<file path="config.mk">
export PLATFORM = sky130hd
export DESIGN_NAME = ppurv_ctrl
export DESIGN_NICKNAME = d
export VERILOG_FILES = /design/src/design/ppurv_pkg.sv /design/src/design/ppurv_ctrl.sv
export SDC_FILE = /design/constraint.sdc
export NUM_CORES = 1
export LEC_CHECK = 0
export BUFFER_PORTS_ARGS = -buffer_cell sky130_fd_sc_hd__buf_2
export CORE_MARGIN = 2
export CORE_UTILIZATION = 51
export DETAILED_ROUTE_END_ITERATION = 7
export PLACE_DENSITY = 0.79
export SYNTH_ARGS = -nofsm -noshare
export SYNTH_HDL_FRONTEND = slang
export SYNTH_SLANG_ARGS = --single-unit
</file>
<file path="constraint.sdc">
create_clock -name clk -period 1.7 [get_ports clk]
set_input_delay 0.17 -clock clk [delete_from_list [all_inputs] [get_ports clk]]
set_output_delay 0.17 -clock clk [all_outputs]
set_load 0.005 [all_outputs]
</file>
<file path="src/design/ppurv_pkg.sv">
// Shared types and codes for the video processor register port.
// No dependencies; every other design file refers to this package.
package ppurv_pkg;

	// Nametable RAM: 2 KB, two 1 KB tables
	localparam int unsigned NAME_AW = 11;

	// Command codes
	localparam logic [2:0] CMD_READ      = 3'd0;
	localparam logic [2:0] CMD_WRITE     = 3'd1;
	localparam logic [2:0] CMD_PEEK      = 3'd2;
	localparam logic [2:0] CMD_VBL_BEGIN = 3'd3;
	localparam logic [2:0] CMD_VBL_END   = 3'd4;

	// Register numbers
	localparam logic [2:0] REG_CTRL    = 3'd0;
	localparam logic [2:0] REG_MASK    = 3'd1;
	localparam logic [2:0] REG_STATUS  = 3'd2;
	localparam logic [2:0] REG_OAMADDR = 3'd3;
	localparam logic [2:0] REG_OAMDATA = 3'd4;
	localparam logic [2:0] REG_SCROLL  = 3'd5;
	localparam logic [2:0] REG_ADDR    = 3'd6;
	localparam logic [2:0] REG_DATA    = 3'd7;

	// Mirroring modes
	localparam logic [1:0] MIR_VERT   = 2'd0;
	localparam logic [1:0] MIR_HORZ   = 2'd1;
	localparam logic [1:0] MIR_ONE_LO = 2'd2;
	localparam logic [1:0] MIR_ONE_HI = 2'd3;

	typedef struct packed {
		logic [2:0] command;
		logic [2:0] reg_index;
		logic [7:0] write_data;
	} req_t;

	typedef struct packed {
		logic [7:0] read_data;
		logic       nmi_pulse;
	} rsp_t;

	// Controller to datapath commands
	typedef struct packed {
		logic               clr_en;
		logic [NAME_AW-1:0] clr_addr;
		logic               capture;
		logic               commit;
	} ctl_t;

endpackage

</file>
<file path="src/design/ppurv_ctrl.sv">
// Sequencer for the register port: nametable clearing pass, accept, commit.
// Depends on ppurv_pkg.
module ppurv_ctrl (
	input  logic            clk,
	input  logic            arst_n,
	input  logic            req_valid,
	output logic            req_ready,
	output logic            rsp_valid,
	input  logic            rsp_ready,
	output ppurv_pkg::ctl_t ctl
);

	typedef enum logic [1:0] {
		ST_CLEAR,
		ST_IDLE,
		ST_EXEC
	} state_t;

	state_t                        state_q;
	logic [ppurv_pkg::NAME_AW-1:0] clr_cnt_q;
	logic                          rsp_valid_q;
	logic                          slot_free;

	assign slot_free   = !rsp_valid_q || rsp_ready;
	assign req_ready   = (state_q == ST_IDLE);
	assign rsp_valid   = rsp_valid_q;

	assign ctl.clr_en   = (state_q == ST_CLEAR);
	assign ctl.clr_addr = clr_cnt_q;
	assign ctl.capture  = req_valid && req_ready;
	assign ctl.commit   = (state_q == ST_EXEC) && slot_free;

	always_ff @(posedge clk or negedge arst_n) begin
		if (!arst_n) begin
			state_q     <= ST_CLEAR;
			clr_cnt_q   <= '0;
			rsp_valid_q <= 1'b0;
		end else begin
			if (ctl.commit) begin
				rsp_valid_q <= 1'b1;
			end else if (rsp_ready) begin
				rsp_valid_q <= 1'b0;
			end
			unique case (state_q)
				ST_CLEAR: begin
					clr_cnt_q <= clr_cnt_q + 1'b1;
					if (&clr_cnt_q) begin
						state_q <= ST_IDLE;
					end
				end
				ST_IDLE: begin
					if (req_valid) begin
						state_q <= ST_EXEC;
					end
				end
				ST_EXEC: begin
					if (slot_free) begin
						state_q <= ST_IDLE;
					end
				end
				default: begin
					state_q <= ST_IDLE;
				end
			endcase
		end
	end

endmodule

</file>
==> impl_metrics.json, run 1 <==
{
  "grt_pass1_vias": 472,
  "synth_compound_area_share_pct": 1.51,
  "cts_root_buffer": "clkbuf_4",
  "cts_sinks": 14,
  "worstPathRequired_ps": 1530,
  "grt_overflow": 0,
  "die_w_um": 40.1,
  "finalSetupViolations": 0,
  "wl_per_cell_um": 13.1,
  "postSynthCellCount": 57,
  "p_seq_share_pct": 46.8,
  "cts_tree": "built",
  "min_period_ps": 1400,
  "grt_use_total_pct": 20.5,
  "critPathCaptureType": "primary output",
  "synth_area_leaders": "dfrtp_1 (53%), xnor2_1 (7.9%), xor2_1 (5.3%), nand4bb_4 (4.1%), nand4_1 (3.8%)",
  "insertion_delay_ps": 270,
  "irDropWorstVdd_mv": 0.978,
  "cts_resized": 0,
  "hold_path_end": "rsp_valid",
  "h-tree-depth": 1,
  "drv_cap": 0,
  "critPathTopFamily": "flip-flops",
  "num_io_pins": 20,
  "dieArea_mm2": 0.00161,
  "regToRegSetupSlack_ps": 370,
  "min_path_type": "primary input to flop",
  "slew_violations": 0,
  "path_class": "flop to primary output",
  "synth.distinct_cells": 21,
  "wl_mm": 1.25,
  "rsz0062_at_grt": "false",
  "min_path_cells": 3,
  "path_clk_slew_ps": 80,
  "worstPathCellList": "nor2_1, buf_2",
  "grt_antenna_before_repair": 0,
  "power_density_mw_per_mm2": 1650,
  "synth_top_family_by_area": "simple AND/OR/NAND/NOR gates",
  "syn_area_um2": 664,
  "synth_mux_area_share_pct": 1.69,
  "critPathBufInv": 1,
  "fin_crit_sh_pct": 82.2,
  "yosys_register_bits": 14,
  "layout.nets": 87,
  "arrival_ps": 1230,
  "via_per_inst": 5.15,
  "r2r_start": "clr_cnt_q[1]",
  "antenna_cells": 0,
  "drtIter0Drc": 16,
  "drc": 0,
  "synth_top_cell_by_area": "dfrtp_1",
  "slew_headroom_pct": 76.2,
  "dp_hpwl_um": 962,
  "status": "finished, final reports clean",
  "skew_ps": 3.54,
  "core_mm2": 0.00125,
  "gp_congestion": 0.784,
  "grt_pass1_wl_mm": 2.09,
  "netSwitchingPower_uw": 500,
  "cp_max_fo": 6,
  "portBuffers": 19,
  "p_int_uw": 835,
  "drive_gt1_share_pct": 32.5,
  "synth-adder-area-share_pct": 1.88,
  "num_vias": 489,
  "grt_max_degree": 15,
  "p_total_mw": 1.33,
  "synth_xor_area_share_pct": 13.2,
  "cts_setup_buffers": 0,
  "hold_violations": 0,
  "tightest_slew_ps": 356,
  "rows": 13,
  "cp_slowest_stage_delay_ps": 450,
  "syn_nets": 62,
  "sw_frac_of_total_pct": 37.4,
  "slowest_stage": "dfrtp_1",
  "die-height_um": 40.1,
  "ant_nets": 0,
  "syn_to_final_growth_pct": 22.0,
  "cts_buffers": 3,
  "avgSynthCellArea_um2": 11.7,
  "cts_hold_buf": 1,
  "yosys.area_share.simple_pct": 28.4,
  "synth_warnings": 0,
  "rr_endpoint": "clr_cnt_q[10]",
  "setup_tns_ps": 0,
  "start_util_pct": 53.0,
  "min_from": "rsp_ready",
  "comb_power_share_pct": 40.0,
  "synth_top_area_share_pct": 52.7,
  "p_clk_share_pct": 13.2,
  "start_kind": "flop",
  "drt-pass1-iter-count": 2,
  "ys_seq_area_share_pct": 52.7,
  "max_clock_freq_mhz": 715,
  "reg2reg_depth": 4,
  "power.leakage_nw": 0.411,
  "cts_buffer_depth": 2
}
## cells in the final DEF, fill, tap and decap left out
master / instances
ha_1: 1
and2_1: 2
a21oi_1: 2
nor2b_1: 2
nor3_1: 2
nand4bb_4: 1
and4_1: 1
dfrtp_1: 14
clkbuf_4: 3
and4bb_4: 1
nand2b_1: 2
dlygate4sd3_1: 1
or2_2: 1
buf_2: 19
and3_1: 1
nand4_1: 4
nor2_1: 3
and4b_1: 1
nand2_1: 4
xor2_1: 4
nand3_1: 3
mux2_2: 1
xnor2_1: 6
inv_1: 1
## logic make-up after synthesis
family          Yosys count
fa+ha+maj                 1
flops                    14
simple gates             28
buf+inv                   1
compound gates            2
xor+xnor                 10
mux                       1
## sequential cells by signal, summed over array words and instances, names as in the netlist
register	cells
state_q	2
clr_cnt_q	11
rsp_valid	1
## worst min-delay path, delay by kind of cell
family / cells / cell delay [ps]
and+or+nand+nor: 2 / 170
buffers and inverters: 1 / 70
## stage by stage
step / hold slack, ps / setup WS (ps) / util, % / instances / instance area, µm²
after floorplan: -126 / 461 / - / 57 / 664
after global placement: 75.3 / 460 / 62.1 / 91 / 778
after detailed placement: 80.6 / 373 / 62.1 / 91 / 778
after CTS: 183 / 320 / 64.7 / 95 / 811
after global routing: 208 / 238 / 64.7 / 95 / 811
final: 179 / 302 / 64.7 / 95 / 811
## cell type report
type,instances,area (µm²)
repair buffers,20,105
flip-flops and latches,14,350
well taps,15,18.8
fillers,113,442
inverters,1,3.75
clock buffers,3,22.5
multi-input cells,42,310
## power by group through the flow
stage	logic (mW)	clock network, mW	registers (mW)
after floorplan	0.332	0	0.610
after CTS	0.540	0.181	0.626
after global placement	0.514	0	0.623
final	0.534	0.177	0.625
after detailed placement	0.536	0	0.632
after global routing	0.594	0.201	0.655
## cell usage after synthesis
cell type / count
xnor2_1: 6
and2_1: 2
nand4_1: 4
nor2_1: 3
nand4bb_4: 1
nor2b_1: 2
inv_1: 1
dfrtp_1: 14
and3_1: 1
and4b_1: 1
or2_2: 1
nand2_1: 4
a21oi_1: 2
nand2b_1: 2
mux2_2: 1
nand3_1: 3
ha_1: 1
nor3_1: 2
xor2_1: 4
and4bb_4: 1
and4_1: 1
## worst max-delay path by stage
stage | start | end | slack [ps] | cells past startpoint
after floorplan | clr_cnt_q[1] | clr_cnt_q[10] | 460 | 4
after global routing | state_q[0] | ctl[13] | 240 | 2
after global placement | clr_cnt_q[1] | clr_cnt_q[10] | 460 | 4
final | state_q[1] | ctl[13] | 300 | 2
after CTS | state_q[1] | ctl[13] | 320 | 2
after detailed placement | clr_cnt_q[1] | clr_cnt_q[10] | 370 | 4
## routing by layer
metal | vias to the layer above | track usage (%) | wire length [µm]
li1 | 247 | - | -
met1 | 227 | 22.0 | 551
met2 | 13 | 37.9 | 642
met3 | 2 | 3.33 | 45
met4 | 0 | 10.3 | 8
met5 | - | 0 | 0
Power figures use the tool's default switching activity.
==> run 2: changes to the inputs <==
--- a/config.mk
+++ b/config.mk
@@ -7,9 +7,9 @@
 export LEC_CHECK = 0
 export BUFFER_PORTS_ARGS = -buffer_cell sky130_fd_sc_hd__buf_2
 export CORE_MARGIN = 2
-export CORE_UTILIZATION = 51
+export CORE_UTILIZATION = 43
 export DETAILED_ROUTE_END_ITERATION = 7
-export PLACE_DENSITY = 0.79
+export PLACE_DENSITY = 0.71
 export SYNTH_ARGS = -nofsm -noshare
 export SYNTH_HDL_FRONTEND = slang
 export SYNTH_SLANG_ARGS = --single-unit
==> constraint.sdc (replaced) <==
create_clock -name clk -period 1.2 [get_ports clk]
set_input_delay 0.12 -clock clk [delete_from_list [all_inputs] [get_ports clk]]
set_output_delay 0.12 -clock clk [all_outputs]
set_load 0.005 [all_outputs]
==> run 2 against run 1 <==
  * The run now ends with setup timing left
  * Critical path depth rose by 1
  * First-iteration DRC count fell by 88%
  * Count of clock-buffer cells in the layout rose by 1
  * Clock skew rose by 5.4 ps
  * Sequential power rose by 45%
  * Power rose by 79%
  * Die area rose by 17%
  * Non-clock buffer count rose by 7
  * Hold slack got worse by 39 ps
  * Routed wire length rose by 9.1%
  * Sequential share of layout area fell by 6.3 points
  * Register-to-register slack got worse by 390 ps
  * Critical endpoint is now ctl[1]
  * Largest power group is now combinational cells
==> impl_metrics.json, run 2 (synthesis gave the netlist of run 1 again) <==
{
  "drtIter0Drc": 2,
  "cts_tree": "built",
  "fin_cells": 104,
  "min_from": "rsp_ready",
  "drv_cap": 0,
  "power.leakage_nw": 0.460,
  "p_int_mw": 1.54,
  "drt-pass1-iter-count": 4,
  "top_register": "clr_cnt_q",
  "core_mm2": 0.00147,
  "min_path_cells": 3,
  "dieArea_mm2": 0.00188,
  "num_io_pins": 20,
  "place_area_um2": 821,
  "via_per_inst": 5.07,
  "arrival_ps": 1120,
  "sw_frac_of_total_pct": 35.4,
  "hold_violations": 0,
  "skew_ps": 8.90,
  "min_period_ps": 1240,
  "netSwitchingPower_uw": 847,
  "final_cell_mix": "buf_2 (17), dfrtp_1 (11), xnor2_1 (6), buf_4 (5)",
  "wl_per_cell_um": 13.1,
  "hold_ws_ps": 140,
  "pre_cts_ws_ps": 14.5,
  "num_vias": 527,
  "grt_pass1_wl_mm": 2.22,
  "min_path_type": "primary input to flop",
  "die_w_um": 43.3,
  "slew_headroom_pct": 79.4,
  "p_clk_share_pct": 13.7,
  "grt_pass1_vias": 474,
  "max_clock_freq_mhz": 805,
  "regToRegSetupSlack_ps": -20,
  "dp_hpwl_um": 930,
  "p_total_mw": 2.39,
  "fin_util_pct": 65.2,
  "drc": 0,
  "rsz0062_at_grt": "true",
  "cts_buffers": 3,
  "hold_path_end": "rsp_valid",
  "cts_sinks": 14,
  "setup_tns_ps": -121,
  "layout.nets": 94,
  "insertion_delay_ps": 270,
  "start_util_pct": 45.2,
  "power_density_mw_per_mm2": 2490,
  "wl_mm": 1.36,
  "slew_violations": 0,
  "cts_buffer_depth": 2,
  "worstPathRequired_ps": 1080,
  "tightest_slew_ps": 310,
  "fin_crit_sh_pct": 104,
  "grt_antenna_before_repair": 0,
  "antenna_cells": 0,
  "syn_to_final_growth_pct": 44.4,
  "status": "complete, but fails checks",
  "layout_setup_ws_ps": -42.2,
  "final_common_cell": "buf_2",
  "die-height_um": 43.3,
  "r2r_start": "state_q[1]",
  "comb_power_share_pct": 48.4,
  "largest_register_ffs": 11,
  "portBuffers": 19,
  "violations": "setup timing",
  "path_clk_slew_ps": 90,
  "gp_congestion": 0.764,
  "critPathCaptureType": "primary output",
  "grt_use_total_pct": 15.7,
  "rr_endpoint": "clr_cnt_q[10]",
  "irDropWorstVdd_mv": 1.54,
  "h-tree-depth": 1,
  "cts_root_buffer": "clkbuf_4",
  "finalSetupViolations": 5,
  "grt_overflow": 0,
  "p_seq_share_pct": 37.9,
  "start_kind": "flop",
  "ant_nets": 0,
  "reg2reg_depth": 3,
  "grt_max_degree": 15,
  "drive_gt1_share_pct": 52.3,
  "finalInstanceArea_um2": 960,
  "cp_max_fo": 6,
  "rows": 14,
  "path_class": "flop to primary output",
  "dp_cells": 97
}
[run 2: power by group through the flow]
stage	clock network (mW)	registers (mW)	logic, mW
floorplan	0	0.869	0.474
global placement	0	0.840	0.914
detailed placement	0	0.855	0.933
CTS	0.337	0.875	1.09
global route	0.369	0.941	1.24
finish	0.328	0.905	1.16
[run 2: area by class of cell]
class,instances,area (µm²)
Clock buffer,4,36.3
Fill cell,121,512
Inverter,1,3.75
Multi-Input combinational cell,42,368
Sequential cell,14,354
Tap cell,16,20.0
Timing Repair Buffer,27,178
[run 2: metal layers]
| metal | global-route usage [%] | share of wire, % |
|---|---|---|
| met2 | 25.4 | 51 |
| met1 | 21.3 | 44 |
| met4 | 3.64 | 0 |
| met5 | 0 | 0 |
| met3 | 3.83 | 4.8 |
[run 2: worst max-delay path by stage]
stage	slack, ps	from	to
CTS	-50	state_q[0]	ctl[0]
global placement	10	clr_cnt_q[1]	clr_cnt_q[10]
floorplan	-7	clr_cnt_q[0]	clr_cnt_q[10]
detailed placement	10	clr_cnt_q[1]	clr_cnt_q[10]
global route	-110	state_q[0]	ctl[0]
finish	-40	state_q[1]	ctl[1]
[run 2: critical path, cell delays in order, from the launching register on]
cell,delay [ps]
dfrtp_2,490
nor2b_4,130
and2_4,140
buf_6,80
[run 2: timing repair]
item | in CTS | in global routing
hold buffers | 1 | 0
gates resized for setup | 12 | 5
buffers inserted | 1 | 2
pin swaps | 2 | 7
endpoints found under the setup margin | 4 | 9
hold endpoints to repair | 14 | 0
==> run 3: changes to the inputs <==
--- a/config.mk
+++ b/config.mk
@@ -6,6 +6,7 @@
 export NUM_CORES = 1
 export LEC_CHECK = 0
 export BUFFER_PORTS_ARGS = -buffer_cell sky130_fd_sc_hd__buf_2
+export CAP_MARGIN = 5
 export CORE_MARGIN = 2
 export CORE_UTILIZATION = 43
 export DETAILED_ROUTE_END_ITERATION = 7
==> constraint.sdc (replaced) <==
create_clock -name clk -period 1.2 [get_ports clk]
set_input_delay 0.12 -clock clk [delete_from_list [all_inputs] [get_ports clk]]
set_output_delay 0.12 -clock clk [all_outputs]
set_load 0.01 [all_outputs]
==> run 3 against run 2 <==
  * The run still ends with setup timing left
  * Combinational power rose by 12%
  * Final cell count did not move
  * Fmax shrank 2.7%
  * Routed wire length is 7.4% higher
  * Clock power grew 3%
  * Hold slack worse by 21 ps
  * Via count increased by 2.8%
==> impl_metrics.json, run 3 (synthesis gave the netlist of run 1 again) <==
{
  "finalSetupViolations": 10,
  "p_total_mw": 2.53,
  "cts_buffers": 3,
  "portBuffers": 19,
  "max_clock_freq_mhz": 783,
  "min_path_type": "primary input to flop",
  "pre_cts_ws_ps": -7.37,
  "hold_path_end": "rsp_valid",
  "slew_violations": 0,
  "num_vias": 542,
  "arrival_ps": 1440,
  "cts_sinks": 14,
  "grt_antenna_before_repair": 0,
  "tightest_slew_ps": 311,
  "gp_congestion": 0.770,
  "num_io_pins": 20,
  "violations": "setup timing",
  "core_mm2": 0.00147,
  "r2r_start": "state_q[0]",
  "critPathCaptureType": "flop",
  "start_kind": "flop",
  "syn_to_final_growth_pct": 46.3,
  "die_w_um": 43.3,
  "cts_tree": "built",
  "fin_crit_sh_pct": 106,
  "cp_max_fo": 5,
  "hold_violations": 0,
  "start_util_pct": 45.2,
  "path_class": "flop to flop",
  "wl_mm": 1.46,
  "rsz0062_at_grt": "true",
  "rows": 14,
  "rr_endpoint": "clr_cnt_q[10]",
  "cp_slowest_stage_delay_ps": 450,
  "min_from": "rsp_ready",
  "drc": 0,
  "antenna_cells": 0,
  "slew_headroom_pct": 79.3,
  "irDropWorstVdd_mv": 1.75,
  "cts_buffer_depth": 2,
  "drtIter0Drc": 2,
  "path_clk_slew_ps": 80,
  "worstPathRequired_ps": 1370,
  "die-height_um": 43.3,
  "skew_ps": 3.48,
  "grt_pass1_wl_mm": 2.43,
  "final_cell_mix": "buf_2 (17), dfrtp_1 (10), xnor2_1 (6), buf_4 (5)",
  "layout_setup_ws_ps": -77.2,
  "grt_overflow": 0,
  "min_period_ps": 1280,
  "wl_per_cell_um": 14.1,
  "drt-pass1-iter-count": 4,
  "drive_gt1_share_pct": 54.5,
  "final_common_cell": "buf_2",
  "grt_pass1_vias": 524,
  "cts_root_buffer": "clkbuf_4",
  "regToRegSetupSlack_ps": -80,
  "status": "complete, but fails checks",
  "fin_util_pct": 66.1,
  "ant_nets": 0,
  "power_density_mw_per_mm2": 2600,
  "power.leakage_nw": 0.491,
  "fill_cells": 131,
  "dieArea_mm2": 0.00188,
  "reg2reg_depth": 4,
  "insertion_delay_ps": 280,
  "grt_max_degree": 15,
  "grt_use_total_pct": 18.0,
  "top_register": "clr_cnt_q",
  "min_path_cells": 3,
  "slowest_stage": "dfrtp_2",
  "drv_cap": 0,
  "setup_tns_ps": -439,
  "dp_hpwl_um": 991,
  "worstPathCellList": "buf_6, and4bb_4, nand4_1, xnor2_1",
  "layout.nets": 94,
  "via_per_inst": 5.21,
  "h-tree-depth": 1,
  "largest_register_ffs": 11
}
==> run 3: worst max-delay path by stage <==
stage                 start             to  cells after the start
6_report         state_q[0]  clr_cnt_q[10]                      4
3_5_place_dp   clr_cnt_q[1]  clr_cnt_q[10]                      4
2_1_floorplan  clr_cnt_q[1]  clr_cnt_q[10]                      4
4_1_cts          state_q[1]         ctl[1]                      3
5_1_grt          state_q[0]   clr_cnt_q[7]                      4
3_3_place_gp   clr_cnt_q[1]  clr_cnt_q[10]                      4
==> run 3: cell type report <==
cell class	instances	area [µm²]	share of cell area, %
repair buffers	27	178	18.3
multi-input cells	42	379	39.0
well taps	16	20.0	2.06
inverters	1	3.75	0.386
clock buffers	4	36.3	3.73
flip-flops and latches	14	355	36.6
==> run 3: power breakdown <==
group	internal, mW	switching (mW)
sequential	0.652	0.233
combinational	0.723	0.579
clock	0.185	0.154
==> run 3: critical path: cells and delay by family (launching register included) <==
family                    cells  cell delay (ps)
and+or+nand+nor               2              450
xor gates and xnor gates      1              140
buffers and inverters         1              130
DFF                           1              450
==> run 3: through the flow <==
| stage | instances | cell area, µm² | hold WS, ps |
|---|---|---|---|
| CTS | 103 | 910 | 116 |
| finish | 104 | 972 | 119 |
| global placement | 98 | 830 | 28.6 |
| floorplan | 57 | 669 | -176 |
| detailed placement | 98 | 830 | 32.8 |
| global route | 104 | 972 | 150 |
==> run 3: routing by layer <==
metal / vias up / part of all wire [%] / GRT usage, %
li1: 260 / - / -
met1: 267 / 42 / 22.2
met2: 13 / 54 / 30.4
met3: 2 / 3.9 / 2.55
met4: 0 / 0.41 / 9.09
met5: - / 0 / 0
==> run 3: repair_timing <==
item                                    4_1_cts  5_1_grt
endpoints found under the setup margin        6       12
setup buffers                                 1        1
pin swaps                                     6        6
hold endpoints to repair                     14        0
hold buffers                                  1        0
gates resized for setup                       7       13
